## src/rtl/core/rob_pkg.sv

```systemverilog
// ----------------------------------------------------------------------------
// rob_pkg: shared types and constants for the reorder buffer
// Buffer depth, pointer and count widths, operation and status codes, and the
// write-control bundle passed from the pointer logic to the entry store.
// ----------------------------------------------------------------------------
`timescale 1ns / 1ps

package rob_pkg;

	localparam int DEPTH = 8;
	localparam int PTR_W = (DEPTH > 1) ? $clog2(DEPTH) : 1;
	localparam int CNT_W = $clog2(DEPTH + 1);

	// Fixed field widths of the stream words.
	localparam int OP_W   = 2;
	localparam int DEST_W = 16;
	localparam int INSTR_W = 16;
	localparam int TAG_W  = 3;
	localparam int VAL_W  = 32;
	localparam int OCC_W  = 4;

	typedef enum logic [OP_W-1:0] {
		OP_ALLOC  = 2'd0,
		OP_CMPL   = 2'd1,
		OP_RETIRE = 2'd2,
		OP_NOP    = 2'd3
	} rob_op_t;

	localparam logic ST_OK   = 1'b0;
	localparam logic ST_FULL = 1'b1;

	// Writes into the entry store for the operation that advances this cycle.
	typedef struct packed {
		logic             alloc_en;
		logic             cmpl_en;
		logic [PTR_W-1:0] tail;
		logic [PTR_W-1:0] tag;
		logic [PTR_W-1:0] nxt_head;
	} rob_wr_t;

endpackage

```

## src/rtl/core/rob_ctrl.sv

```systemverilog
// ----------------------------------------------------------------------------
// rob_ctrl: head, tail and fill count of the reorder buffer
// Decodes one operation, decides whether it takes effect and advances the
// pointers and count when the operation leaves the input register.
// ----------------------------------------------------------------------------
`timescale 1ns / 1ps

module rob_ctrl (
	input  logic                      clk,
	input  logic                      arst_n,
	input  logic                      adv,
	input  rob_pkg::rob_op_t          op,
	input  logic [rob_pkg::TAG_W-1:0] tag_in,
	output rob_pkg::rob_wr_t          wr,
	output logic [rob_pkg::TAG_W-1:0] alloc_tag,
	output logic                      status,
	output logic [rob_pkg::CNT_W-1:0] nxt_cnt
);
	import rob_pkg::*;

	localparam logic [PTR_W:0] DEPTH_X = (PTR_W + 1)'(DEPTH);
	localparam logic [PTR_W-1:0] LAST_PTR = PTR_W'(DEPTH - 1);
	localparam logic [CNT_W-1:0] FULL_CNT = CNT_W'(DEPTH);

	logic [PTR_W-1:0] head_q;
	logic [PTR_W-1:0] tail_q;
	logic [CNT_W-1:0] cnt_q;

	logic             is_full;
	logic             is_empty;
	logic             tag_ok;
	logic [PTR_W-1:0] tag_p;
	logic [PTR_W:0]   offset;
	logic             in_range;
	logic             do_alloc;
	logic             do_cmpl;
	logic             do_retire;
	logic [PTR_W-1:0] nxt_head;
	logic [PTR_W-1:0] nxt_tail;

	assign is_full  = (cnt_q == FULL_CNT);
	assign is_empty = (cnt_q == '0);
	assign tag_ok   = (int'(tag_in) < DEPTH);
	assign tag_p    = PTR_W'(tag_in);

	// Distance of the tag from the head, modulo the depth.
	always_comb begin
		if (tag_p >= head_q) begin
			offset = {1'b0, tag_p} - {1'b0, head_q};
		end else begin
			offset = {1'b0, tag_p} + DEPTH_X - {1'b0, head_q};
		end
	end

	assign in_range  = tag_ok && (offset < (PTR_W + 1)'(cnt_q));
	assign do_alloc  = (op == OP_ALLOC) && !is_full;
	assign do_cmpl   = (op == OP_CMPL) && in_range;
	assign do_retire = (op == OP_RETIRE) && !is_empty;

	assign nxt_head = do_retire ? ((head_q == LAST_PTR) ? '0 : head_q + 1'b1) : head_q;
	assign nxt_tail = do_alloc ? ((tail_q == LAST_PTR) ? '0 : tail_q + 1'b1) : tail_q;

	always_comb begin
		nxt_cnt = cnt_q;
		if (do_alloc) begin
			nxt_cnt = cnt_q + 1'b1;
		end else if (do_retire) begin
			nxt_cnt = cnt_q - 1'b1;
		end
	end

	assign alloc_tag = do_alloc ? TAG_W'(tail_q) : '0;
	assign status    = ((op == OP_ALLOC) && is_full) ? ST_FULL : ST_OK;

	assign wr.alloc_en = adv && do_alloc;
	assign wr.cmpl_en  = adv && do_cmpl;
	assign wr.tail     = tail_q;
	assign wr.tag      = tag_p;
	assign wr.nxt_head = nxt_head;

	always_ff @(posedge clk or negedge arst_n) begin
		if (!arst_n) begin
			head_q <= '0;
			tail_q <= '0;
			cnt_q  <= '0;
		end else if (adv) begin
			head_q <= nxt_head;
			tail_q <= nxt_tail;
			cnt_q  <= nxt_cnt;
		end
	end

`ifndef SYNTH
	a_cnt_bound: assert property (@(posedge clk) disable iff (!arst_n)
		cnt_q <= FULL_CNT)
		else $error("fill count above depth");

	a_ptr_meet: assert property (@(posedge clk) disable iff (!arst_n)
		(is_empty || is_full) |-> (head_q == tail_q))
		else $error("head and tail differ on empty or full buffer");

	a_refused_alloc: assert property (@(posedge clk) disable iff (!arst_n)
		(adv && (op == OP_ALLOC) && is_full) |=> (is_full && $stable(tail_q)))
		else $error("refused allocate changed the buffer");

	a_retire_empty: assert property (@(posedge clk) disable iff (!arst_n)
		(adv && (op == OP_RETIRE) && is_empty) |=> (is_empty && $stable(head_q)))
		else $error("retire on empty buffer changed the buffer");
`endif

endmodule

```

## src/rtl/core/rob_store.sv

```systemverilog
// ----------------------------------------------------------------------------
// rob_store: entry fields of the reorder buffer
// Holds ready, destination, value and instruction index per entry and reads
// the entry at the head that follows the current operation, with bypass.
// ----------------------------------------------------------------------------
`timescale 1ns / 1ps

module rob_store (
	input  logic                        clk,
	input  rob_pkg::rob_wr_t            wr,
	input  logic [rob_pkg::DEST_W-1:0]  dest_reg,
	input  logic [rob_pkg::INSTR_W-1:0] instr_id,
	input  logic [rob_pkg::VAL_W-1:0]   result_value,
	output logic                        head_ready,
	output logic [rob_pkg::DEST_W-1:0]  head_dest,
	output logic [rob_pkg::VAL_W-1:0]   head_value,
	output logic [rob_pkg::INSTR_W-1:0] head_instr
);
	import rob_pkg::*;

	logic               ready_q [DEPTH];
	logic [DEST_W-1:0]  dest_q  [DEPTH];
	logic [VAL_W-1:0]   value_q [DEPTH];
	logic [INSTR_W-1:0] instr_q [DEPTH];

	// An entry is always written by allocate before the head can reach it.
	always_ff @(posedge clk) begin
		if (wr.alloc_en) begin
			ready_q[wr.tail] <= 1'b0;
			dest_q[wr.tail]  <= dest_reg;
			value_q[wr.tail] <= '0;
			instr_q[wr.tail] <= instr_id;
		end
		if (wr.cmpl_en) begin
			ready_q[wr.tag] <= 1'b1;
			value_q[wr.tag] <= result_value;
		end
	end

	// Head view after this operation: bypass the write aimed at the new head.
	always_comb begin
		head_ready = ready_q[wr.nxt_head];
		head_dest  = dest_q[wr.nxt_head];
		head_value = value_q[wr.nxt_head];
		head_instr = instr_q[wr.nxt_head];
		if (wr.alloc_en && (wr.tail == wr.nxt_head)) begin
			head_ready = 1'b0;
			head_dest  = dest_reg;
			head_value = '0;
			head_instr = instr_id;
		end else if (wr.cmpl_en && (wr.tag == wr.nxt_head)) begin
			head_ready = 1'b1;
			head_value = result_value;
		end
	end

endmodule

```

## src/rtl/core/reorder_buffer_top.sv

```systemverilog
// ----------------------------------------------------------------------------
// reorder_buffer_top: circular reorder buffer with stream ports
// The buffer keeps eight entries in issue order. Each input word carries one
// operation: allocate writes a busy, not-ready entry at the tail and returns
// its tag (or reports status 1 and changes nothing when the buffer is full);
// complete writes a value into an occupied entry and marks it ready (a tag
// outside the occupied range is ignored); retire frees the head entry (no
// effect when empty); opcode three does nothing. Every input word produces
// exactly one output word that shows the head entry, the occupancy and the
// full and empty flags as they stand after the operation; with an empty
// buffer all head fields read zero. A word is registered on entry, worked
// combinationally through the pointer logic and the entry store, and
// registered on exit, so the buffer takes one word per clock while the
// receiver keeps taking results. While the receiver holds off, the output
// register keeps its result and the input register keeps the next word;
// once both are occupied the input ready goes low until the receiver takes
// the result.
// ----------------------------------------------------------------------------
`timescale 1ns / 1ps

module reorder_buffer_top (
	input  logic        clk,
	input  logic        arst_n,
	input  logic        s_axis_tvalid,
	output logic        s_axis_tready,
	// opcode[1:0], dest_reg[17:2], instr_id[33:18], tag_in[36:34],
	// result_value[68:37], zero fill [71:69]
	input  logic [71:0] s_axis_tdata,
	output logic        m_axis_tvalid,
	input  logic        m_axis_tready,
	// alloc_tag[2:0], status[3], is_full[4], is_empty[5], occupancy[9:6],
	// head_valid[10], head_ready[11], head_dest[27:12], head_value[59:28],
	// head_instr[75:60], zero fill [79:76]
	output logic [79:0] m_axis_tdata
);
	import rob_pkg::*;

	// Input register.
	logic               valid_s1;
	rob_op_t            op_s1;
	logic [DEST_W-1:0]  dest_s1;
	logic [INSTR_W-1:0] instr_s1;
	logic [TAG_W-1:0]   tag_s1;
	logic [VAL_W-1:0]   val_s1;

	// Output register.
	logic               out_valid_q;
	logic [79:0]        out_data_q;

	logic               adv;
	logic               in_acc;
	rob_wr_t            wr;
	logic [TAG_W-1:0]   alloc_tag;
	logic               status;
	logic [CNT_W-1:0]   nxt_cnt;
	logic               hd_ready;
	logic [DEST_W-1:0]  hd_dest;
	logic [VAL_W-1:0]   hd_value;
	logic [INSTR_W-1:0] hd_instr;
	logic               hv;
	logic [79:0]        res_word;

	// The registered word moves on when the output register is free or is
	// being emptied in this cycle.
	assign adv           = valid_s1 && (!out_valid_q || m_axis_tready);
	assign s_axis_tready = !valid_s1 || adv;
	assign in_acc        = s_axis_tvalid && s_axis_tready;

	always_ff @(posedge clk or negedge arst_n) begin
		if (!arst_n) begin
			valid_s1 <= 1'b0;
		end else if (in_acc) begin
			valid_s1 <= 1'b1;
		end else if (adv) begin
			valid_s1 <= 1'b0;
		end
	end

	always_ff @(posedge clk) begin
		if (in_acc) begin
			op_s1    <= rob_op_t'(s_axis_tdata[1:0]);
			dest_s1  <= s_axis_tdata[17:2];
			instr_s1 <= s_axis_tdata[33:18];
			tag_s1   <= s_axis_tdata[36:34];
			val_s1   <= s_axis_tdata[68:37];
		end
	end

	rob_ctrl u_ctrl (
		.clk       (clk),
		.arst_n    (arst_n),
		.adv       (adv),
		.op        (op_s1),
		.tag_in    (tag_s1),
		.wr        (wr),
		.alloc_tag (alloc_tag),
		.status    (status),
		.nxt_cnt   (nxt_cnt)
	);

	rob_store u_store (
		.clk          (clk),
		.wr           (wr),
		.dest_reg     (dest_s1),
		.instr_id     (instr_s1),
		.result_value (val_s1),
		.head_ready   (hd_ready),
		.head_dest    (hd_dest),
		.head_value   (hd_value),
		.head_instr   (hd_instr)
	);

	// Head fields are forced to zero when the buffer ends up empty.
	assign hv = (nxt_cnt != '0);

	assign res_word = {
		4'b0,
		hv ? hd_instr : {INSTR_W{1'b0}},
		hv ? hd_value : {VAL_W{1'b0}},
		hv ? hd_dest  : {DEST_W{1'b0}},
		hv && hd_ready,
		hv,
		OCC_W'(nxt_cnt),
		!hv,
		(nxt_cnt == CNT_W'(DEPTH)),
		status,
		alloc_tag
	};

	always_ff @(posedge clk or negedge arst_n) begin
		if (!arst_n) begin
			out_valid_q <= 1'b0;
		end else if (adv) begin
			out_valid_q <= 1'b1;
		end else if (m_axis_tready) begin
			out_valid_q <= 1'b0;
		end
	end

	always_ff @(posedge clk) begin
		if (adv) begin
			out_data_q <= res_word;
		end
	end

	assign m_axis_tvalid = out_valid_q;
	assign m_axis_tdata  = out_data_q;

endmodule
```

## config.mk

```make
export PLATFORM = sky130hd
export DESIGN_NAME = reorder_buffer_top
export DESIGN_NICKNAME = d
export VERILOG_FILES = /design/src/rtl/core/rob_pkg.sv /design/src/rtl/core/rob_ctrl.sv /design/src/rtl/core/rob_store.sv /design/src/rtl/core/reorder_buffer_top.sv
export SDC_FILE = /design/constraint.sdc
export NUM_CORES = 1
export LEC_CHECK = 0
export BUFFER_PORTS_ARGS = -buffer_cell sky130_fd_sc_hd__buf_2
export CELL_PAD_IN_SITES_DETAIL_PLACEMENT = 1
export CELL_PAD_IN_SITES_GLOBAL_PLACEMENT = 2
export CORE_MARGIN = 4
export CORE_UTILIZATION = 48
export DETAILED_ROUTE_END_ITERATION = 7
export GPL_TIMING_DRIVEN = 1
export PLACE_DENSITY_LB_ADDON = 0.1
export SYNTH_ARGS = -nofsm -noshare
export SYNTH_HDL_FRONTEND = slang
export SYNTH_SLANG_ARGS = --single-unit
```

## constraint.sdc

```tcl
create_clock -name clk -period 9.2 [get_ports clk]
set_clock_uncertainty 0.15 [all_clocks]
set_input_delay 0.92 -clock clk [delete_from_list [all_inputs] [get_ports clk]]
set_output_delay 0.92 -clock clk [all_outputs]
set_load 0.05 [all_outputs]
```

Word level (Yosys, flattened, before mapping)
Memory sizes are Yosys's and may differ from the RTL's. A register that Yosys moved wholly into a read port is not among the register bits.
Index checks and enable logic that the tools add are counted.
{ "totals": {"rom_bits": 0, "mem_bits_rw": 520, "latchBits": 0, "wordCells": 86, "in_bits": 76, "mem_count": 4, "regBits": 93} }
{ "mem_list": {"columns": ["memory", "words", "word_bits", "rd", "rd_ports_with_merged_regs", "wr", "line_no", "source"], "rows": [
  ["u_store.value_q", 8, 32, 1, 1, 1, "rob_store.sv:23", "logic [VAL_W-1:0] value_q [DEPTH];"],
  ["u_store.dest_q", 8, 16, 1, 1, 1, "rob_store.sv:22", "logic [DEST_W-1:0] dest_q [DEPTH];"],
  ["u_store.instr_q", 8, 16, 1, 1, 1, "rob_store.sv:24", "logic [INSTR_W-1:0] instr_q [DEPTH];"],
  ["u_store.ready_q", 8, 1, 1, 0, 1, "rob_store.sv:21", "logic ready_q [DEPTH];"]
]} }
{ "op_classes": {"muxes": 23, "div_mod_pow": 0, "n_eq_ne": 8, "mul": 0, "n_addsub": 7, "n_lt_le_gt_ge": 2, "n_shift": 0, "reduce_logical": 29, "bitwise": 1} }
{ "op_table": {"columns": ["op", "n"], "rows": [
  ["32-bit 2-to-1 mux", 1],
  ["32-bit OR reduction", 1],
  ["3-bit 2-to-1 mux", 5],
  ["1-bit 2-to-1 mux", 14],
  ["4-bit 2-to-1 mux", 3],
  ["1-bit logical AND", 11],
  ["4-bit == test (second input constant)", 2],
  ["1-bit logical NOT", 7],
  ["3-bit by 1-bit adder with 3-bit output (second input constant)", 2],
  ["3-bit == test", 2],
  ["3-bit == test (second input constant)", 2],
  ["3-bit by 4-bit adder with 4-bit output (second input constant)", 1],
  ["4-bit by 1-bit adder with 4-bit output (second input constant)", 1],
  ["4-bit logical NOT", 1],
  ["4-bit < comparator", 1],
  ["2-bit nonzero test", 2],
  ["4-bit nonzero test", 1],
  ["3-bit by 3-bit subtractor with 4-bit output", 1],
  ["4-bit by 1-bit subtractor with 4-bit output (second input constant)", 1],
  ["4-bit by 3-bit subtractor with 4-bit output", 1],
  ["3-bit greater-or-equal comparator", 1],
  ["2-bit by 1-bit == test with 1-bit output (second input constant)", 1],
  ["2-bit == test (second input constant)", 1],
  ["2-bit logical NOT", 1],
  ["5 further kinds", 6]
]} }

Depth between registers and ports, before layout
{ "logic_depth": {"ltp_word": 10, "mapped_depth": 20} }

Modules after synthesis
From an unflattened synthesis, not the netlist that was laid out.
{ "unflattened": {"cells_unflattened": 1656, "area_unflattened_um2": 28112.0} }
{ "modules_own_cells": {"columns": ["mod", "area_each_um2", "n_inst", "cells_per_inst", "seq_area_each_um2"], "rows": [
  ["rob_store", 22102.4, 1, 1307, 15534.9],
  ["reorder_buffer_top", 4973.5, 1, 233, 4404.2],
  ["rob_ctrl", 1036.0, 1, 116, 250.2]
]} }

Least setup slack after synthesis
No wires, ideal clock.
{ "synth_timing": {"path_kind": "input port to flip-flop", "from": "in m_axis_tready", "to": "mem u_store.ready_q[4], enable pin", "setup_time_ns": 0.435, "t_arrival_ns": 5.028, "path_buffers": 2, "cell_stages": 8, "setup_slack_ns": 3.587, "cell_sequence": "nand2b_1 > nand2_1 > clkinv_1 > o211a_1 > clkbuf_1 > clkbuf_1 > nand3_1 > o22ai_1"} }
{ "synth_lines": {"columns": ["item", "line_no", "source"], "rows": [
  ["from (decl)", "reorder_buffer_top.sv:30", "input logic m_axis_tready,"],
  ["to (decl)", "rob_store.sv:21", null]
]} }

Worst setup path in the final report
{ "layout_timing": {"from": "reg u_ctrl.head_q[0]", "to": "reg out_data_q[59], in the netlist m_axis_tdata[59], read port of u_store.value_q, data pin"} }
{ "layout_between": {"elab_chain_len": 6, "elab_cells_between_ends": 7, "classes_between": "add/sub (1); eq/ne (2); mux (2); reduce/logical (2)"} }
{ "layout_lines": {"columns": ["item", "line_no", "source"], "rows": [
  ["from (decl)", "rob_ctrl.sv:25", "logic [PTR_W-1:0] head_q;"],
  ["from (signal assigned)", "rob_ctrl.sv:87", "head_q <= nxt_head;"],
  ["3-bit by 1-bit adder with 3-bit output or 3-bit == test (tied branches)", "rob_ctrl.sv:60", "assign nxt_head = do_retire ? ((head_q == LAST_PTR) ? '0 : head_q + 1'b1) : head_q;"],
  ["3-bit 2-to-1 mux", "rob_ctrl.sv:60", null],
  ["3-bit 2-to-1 mux *", "rob_ctrl.sv:60", null],
  ["3-bit == test", "rob_store.sv:46", "if (wr.alloc_en && (wr.tail == wr.nxt_head)) begin"],
  ["1-bit logical AND", "rob_store.sv:46", null],
  ["2-bit OR reduction (no source line)", null, null],
  ["to (decl)", "reorder_buffer_top.sv:48", "logic [79:0] out_data_q;"]
]} }
Mark *: on every way between the ends. The rest lies on a longest branch, timed or not.
A chain may end at the register's enable or synchronous reset.

==> impl_results.md <==
* Crit-path max FO at 33
* Final WL at 67400 µm
* Final setup violation count at 0
* DP HPWL at 34000 µm
* Buf/Inv on CP at 4
* Post-Syn Instances at 1762
* Worst setup path class: reg -> reg
* Xor and xnor area share after synthesis at 0.00221
* Slew margin rel. at 0.221
* Congestion Overflow GR at 0
* Synth Warn # at 0
* Post-synth ARST share at 0.0177
* EDFF count, synth at 665
* Fillers at 5226
* Maximum number of pins on one net before global-route repair at 152
* Hold slack at 72.4 ps
* Die ar. at 60500 µm²
* Most common cell after layout, fill and taps aside: edfxtp_1
* Layout cells sized above 1 at 0.193
* Crit-path cells: ha_1 -> inv_1 -> fa_1 -> inv_1 -> fa_1 -> inv_1 -> a21oi_1 -> a21oi_1 -> o21ai_0 -> o31a_1 -> ha_1 -> nor3b_1 -> o211a_2 -> mux2i_1 -> xnor2_2 -> buf_4 -> and2_4 -> o21ai_1
* Final Net Count at 2001
* Simple-Gate Fraction of Synth Area at 0.0795
* Synth unique cells at 69
* Leakage Power at 10.7 nW
* Detailed-route DRC error count at 0
* Critical Path Max Stage Delay at 590 ps
* FP Rows at 86
* GR Util All Layers at 0.224
* Most used DFF post-synth: edfxtp_1
* Worst skew pair latency at 600 ps
* Die width at 246 µm
* Number of H-tree levels at 3
* IO Port Bufs at 150
* Starting Density at 0.489
* Most frequent cells in the layout: edfxtp_1 (665), nand2_1 (229), buf_2 (150), clkbuf_16 (75), nand3_1 (73)
* GP Congestion at 0.756
* Root buf cell: clkbuf_16
* Post-synthesis compound-gate area fraction at 0.0871
* Final Slew Violations at 0
* Avg WL per Cell at 24.8 µm
* Initial antenna violation count at 0
* Main combinational cell family by area after synthesis: compound AO/OA/AOI/OAI gates
* Setup TNS at 0 ps
* Worst slew pin tran at 1170 ps
* Initial DRC Count at 979
* Clk pin slew, worst setup/hold paths at 60 ps
* CP startpoint kind: flop
* PwrDens at 320 nW/µm²
* Post-CTS resize count at 0
* HP Class: in -> async
* Register area share after synthesis at 0.746
* Worst Path Required at 9380 ps
* Io pins at 158
* Achievable Freq at 0.200 GHz
* Status: finished, final reports clean
* Min Tclk post-route at 5010 ps
* Post-route ant nets at 0
* N_diodes at 0
* Adder-Cell Fraction of Synth Area at 0.00700
* First-pass GRT wire length at 102000 µm
* # Max-Cap Violations at 0
* Drt via density at 5.76
* R2r setup slk at 4190 ps
* DR pass1 iterations at 5
* FF+latch count, synth at 677
* Core Footprint at 55600 µm²
* Via Count at 15600
* CTS Buffer Depth at 3
* Die H at 246 µm
* TritonCTS Buffers at 72
* Top delay family on crit path: adder cells
* Mux cell area share after synthesis at 0.0557
* Unrepaired setup endpoints after global routing: false
* Post-Syn Area at 27200 µm²
* Critical Path AT at 5180 ps
* Worst Setup End Kind: flop
* Tcrit/Tclk final at 0.544
* Post-CTS setup buffer count at 0
* Mean post-synth cell area at 15.4 µm²
* CTS tree: built
* CP max stage cell: and2_4
* Cts hold-fix bufs at 0
* Crit path top cell by count: inv_1
* Clk sinks at 677
* Layout area overhead at 14.2%
* VDD IR max at 0.201 mV
* Vias in the first global route at 16900
* Fin. Hold Viols at 0
==> per-stage QoR <==
step / power (mW) / instance area (µm²) / std cells / util / setup slack [ps]
final: 9.94 / 31000 / 2715 / 0.558 / 4190
after global routing: 10.5 / 31000 / 2715 / 0.558 / 3890
after CTS: 10.0 / 31000 / 2715 / 0.558 / 4170
after detailed placement: 7.28 / 28800 / 2585 / 0.518 / 4190
after global placement: 7.21 / 28800 / 2585 / 0.518 / 4260
after floorplan: 6.34 / 27200 / 1765 / - / 3590
==> sequential cells by signal, summed over array words and instances (netlist names), 4 cells and up <==
register / cells
dest_s1: 16
val_s1: 32
m_axis_tdata: 76
instr_s1: 16
u_store.value_q: 256
u_ctrl.cnt_q: 4
u_store.ready_q: 8
u_store.dest_q: 128
u_store.instr_q: 128
==> cell usage after synthesis (all sizes together) (8+ instances only) <==
cell type / number / share of area
inv: 19 / 0.0026
o21ai: 48 / 0.0090
dfrtp: 12 / 0.011
nand2: 230 / 0.032
a21boi: 32 / 0.0088
nor2: 45 / 0.0063
nand3b: 32 / 0.0088
mux2: 127 / 0.053
buf: 53 / 0.011
o22ai: 66 / 0.015
a31oi: 33 / 0.0081
edfxtp: 665 / 0.73
a211oi: 36 / 0.0099
mux2i: 8 / 0.0029
a21oi: 46 / 0.0092
and2: 38 / 0.0088
ha: 12 / 0.0055
clkbuf: 61 / 0.0084
nor2b: 8 / 0.0018
o211a: 32 / 0.012
a311oi: 33 / 0.011
nand3: 75 / 0.014
==> power breakdown <==
part	switching (mW)	internal (mW)	leakage, nW	total, mW
registers	0.153	3.82	6.31	3.97
logic	2.26	0.970	3.28	3.23
clock network	1.17	1.57	1.08	2.74
total	3.58	6.36	10.7	9.94
==> per-layer routing <==
metal	global-route usage	share of wire
met4	0.0642	0.024
met1	0.286	0.42
met5	0	0
met3	0.0352	0.038
met2	0.399	0.51
==> cells by family after synthesis <==
kind of cell             count (synthesis)
AO/OA/AOI/OAI                          340
XOR/XNOR                                 6
adder cells (fa/ha/maj)                 14
buffers and inverters                  134
flip-flops                             677
multiplexers                           135
other                                    1
AND/OR/NAND/NOR                        455
==> worst register-to-register path: cells and delay by family (launching register included) <==
kind                       cells  cell delay [ps]
buffers and inverters          4              720
DFF                            1              580
and+or+nand+nor                2              830
adders and majority gates      4             1020
AOI/OAI and AO/OA              6             1000
xor gates and xnor gates       1              140
muxes                          1              330
==> final timing paths <==
path | startpoint | to | depth (start not counted)
max in group asynchronous | arst_n | u_ctrl.cnt_q[1]$_DFFE_PN0P_ | 1
setup / recovery | u_ctrl.head_q[0]$_DFFE_PN0P_ | m_axis_tdata[59]$_SDFFCE_PP0P_ | 18
min in group clk | s_axis_tdata[26] | instr_s1[8]$_DFFE_PP_ | 1
hold reg to reg | m_axis_tvalid$_DFFE_PN0P_ | m_axis_tvalid$_DFFE_PN0P_ | 2
hold / removal | arst_n | u_ctrl.tail_q[2]$_DFFE_PN0P_ | 1
setup reg to reg | u_ctrl.head_q[0]$_DFFE_PN0P_ | m_axis_tdata[59]$_SDFFCE_PP0P_ | 18
==> layout make-up <==
type	instances	area, µm²	area share
flip-flops and latches	677	20300	0.653
multi-input cells	954	6500	0.210
clock buffers	86	1920	0.0618
repair buffers	186	1030	0.0333
well taps	748	936	0.0302
clock inverters	44	290	0.00935
inverters	20	77.6	0.00250
(Power assumes the default switching activity.)
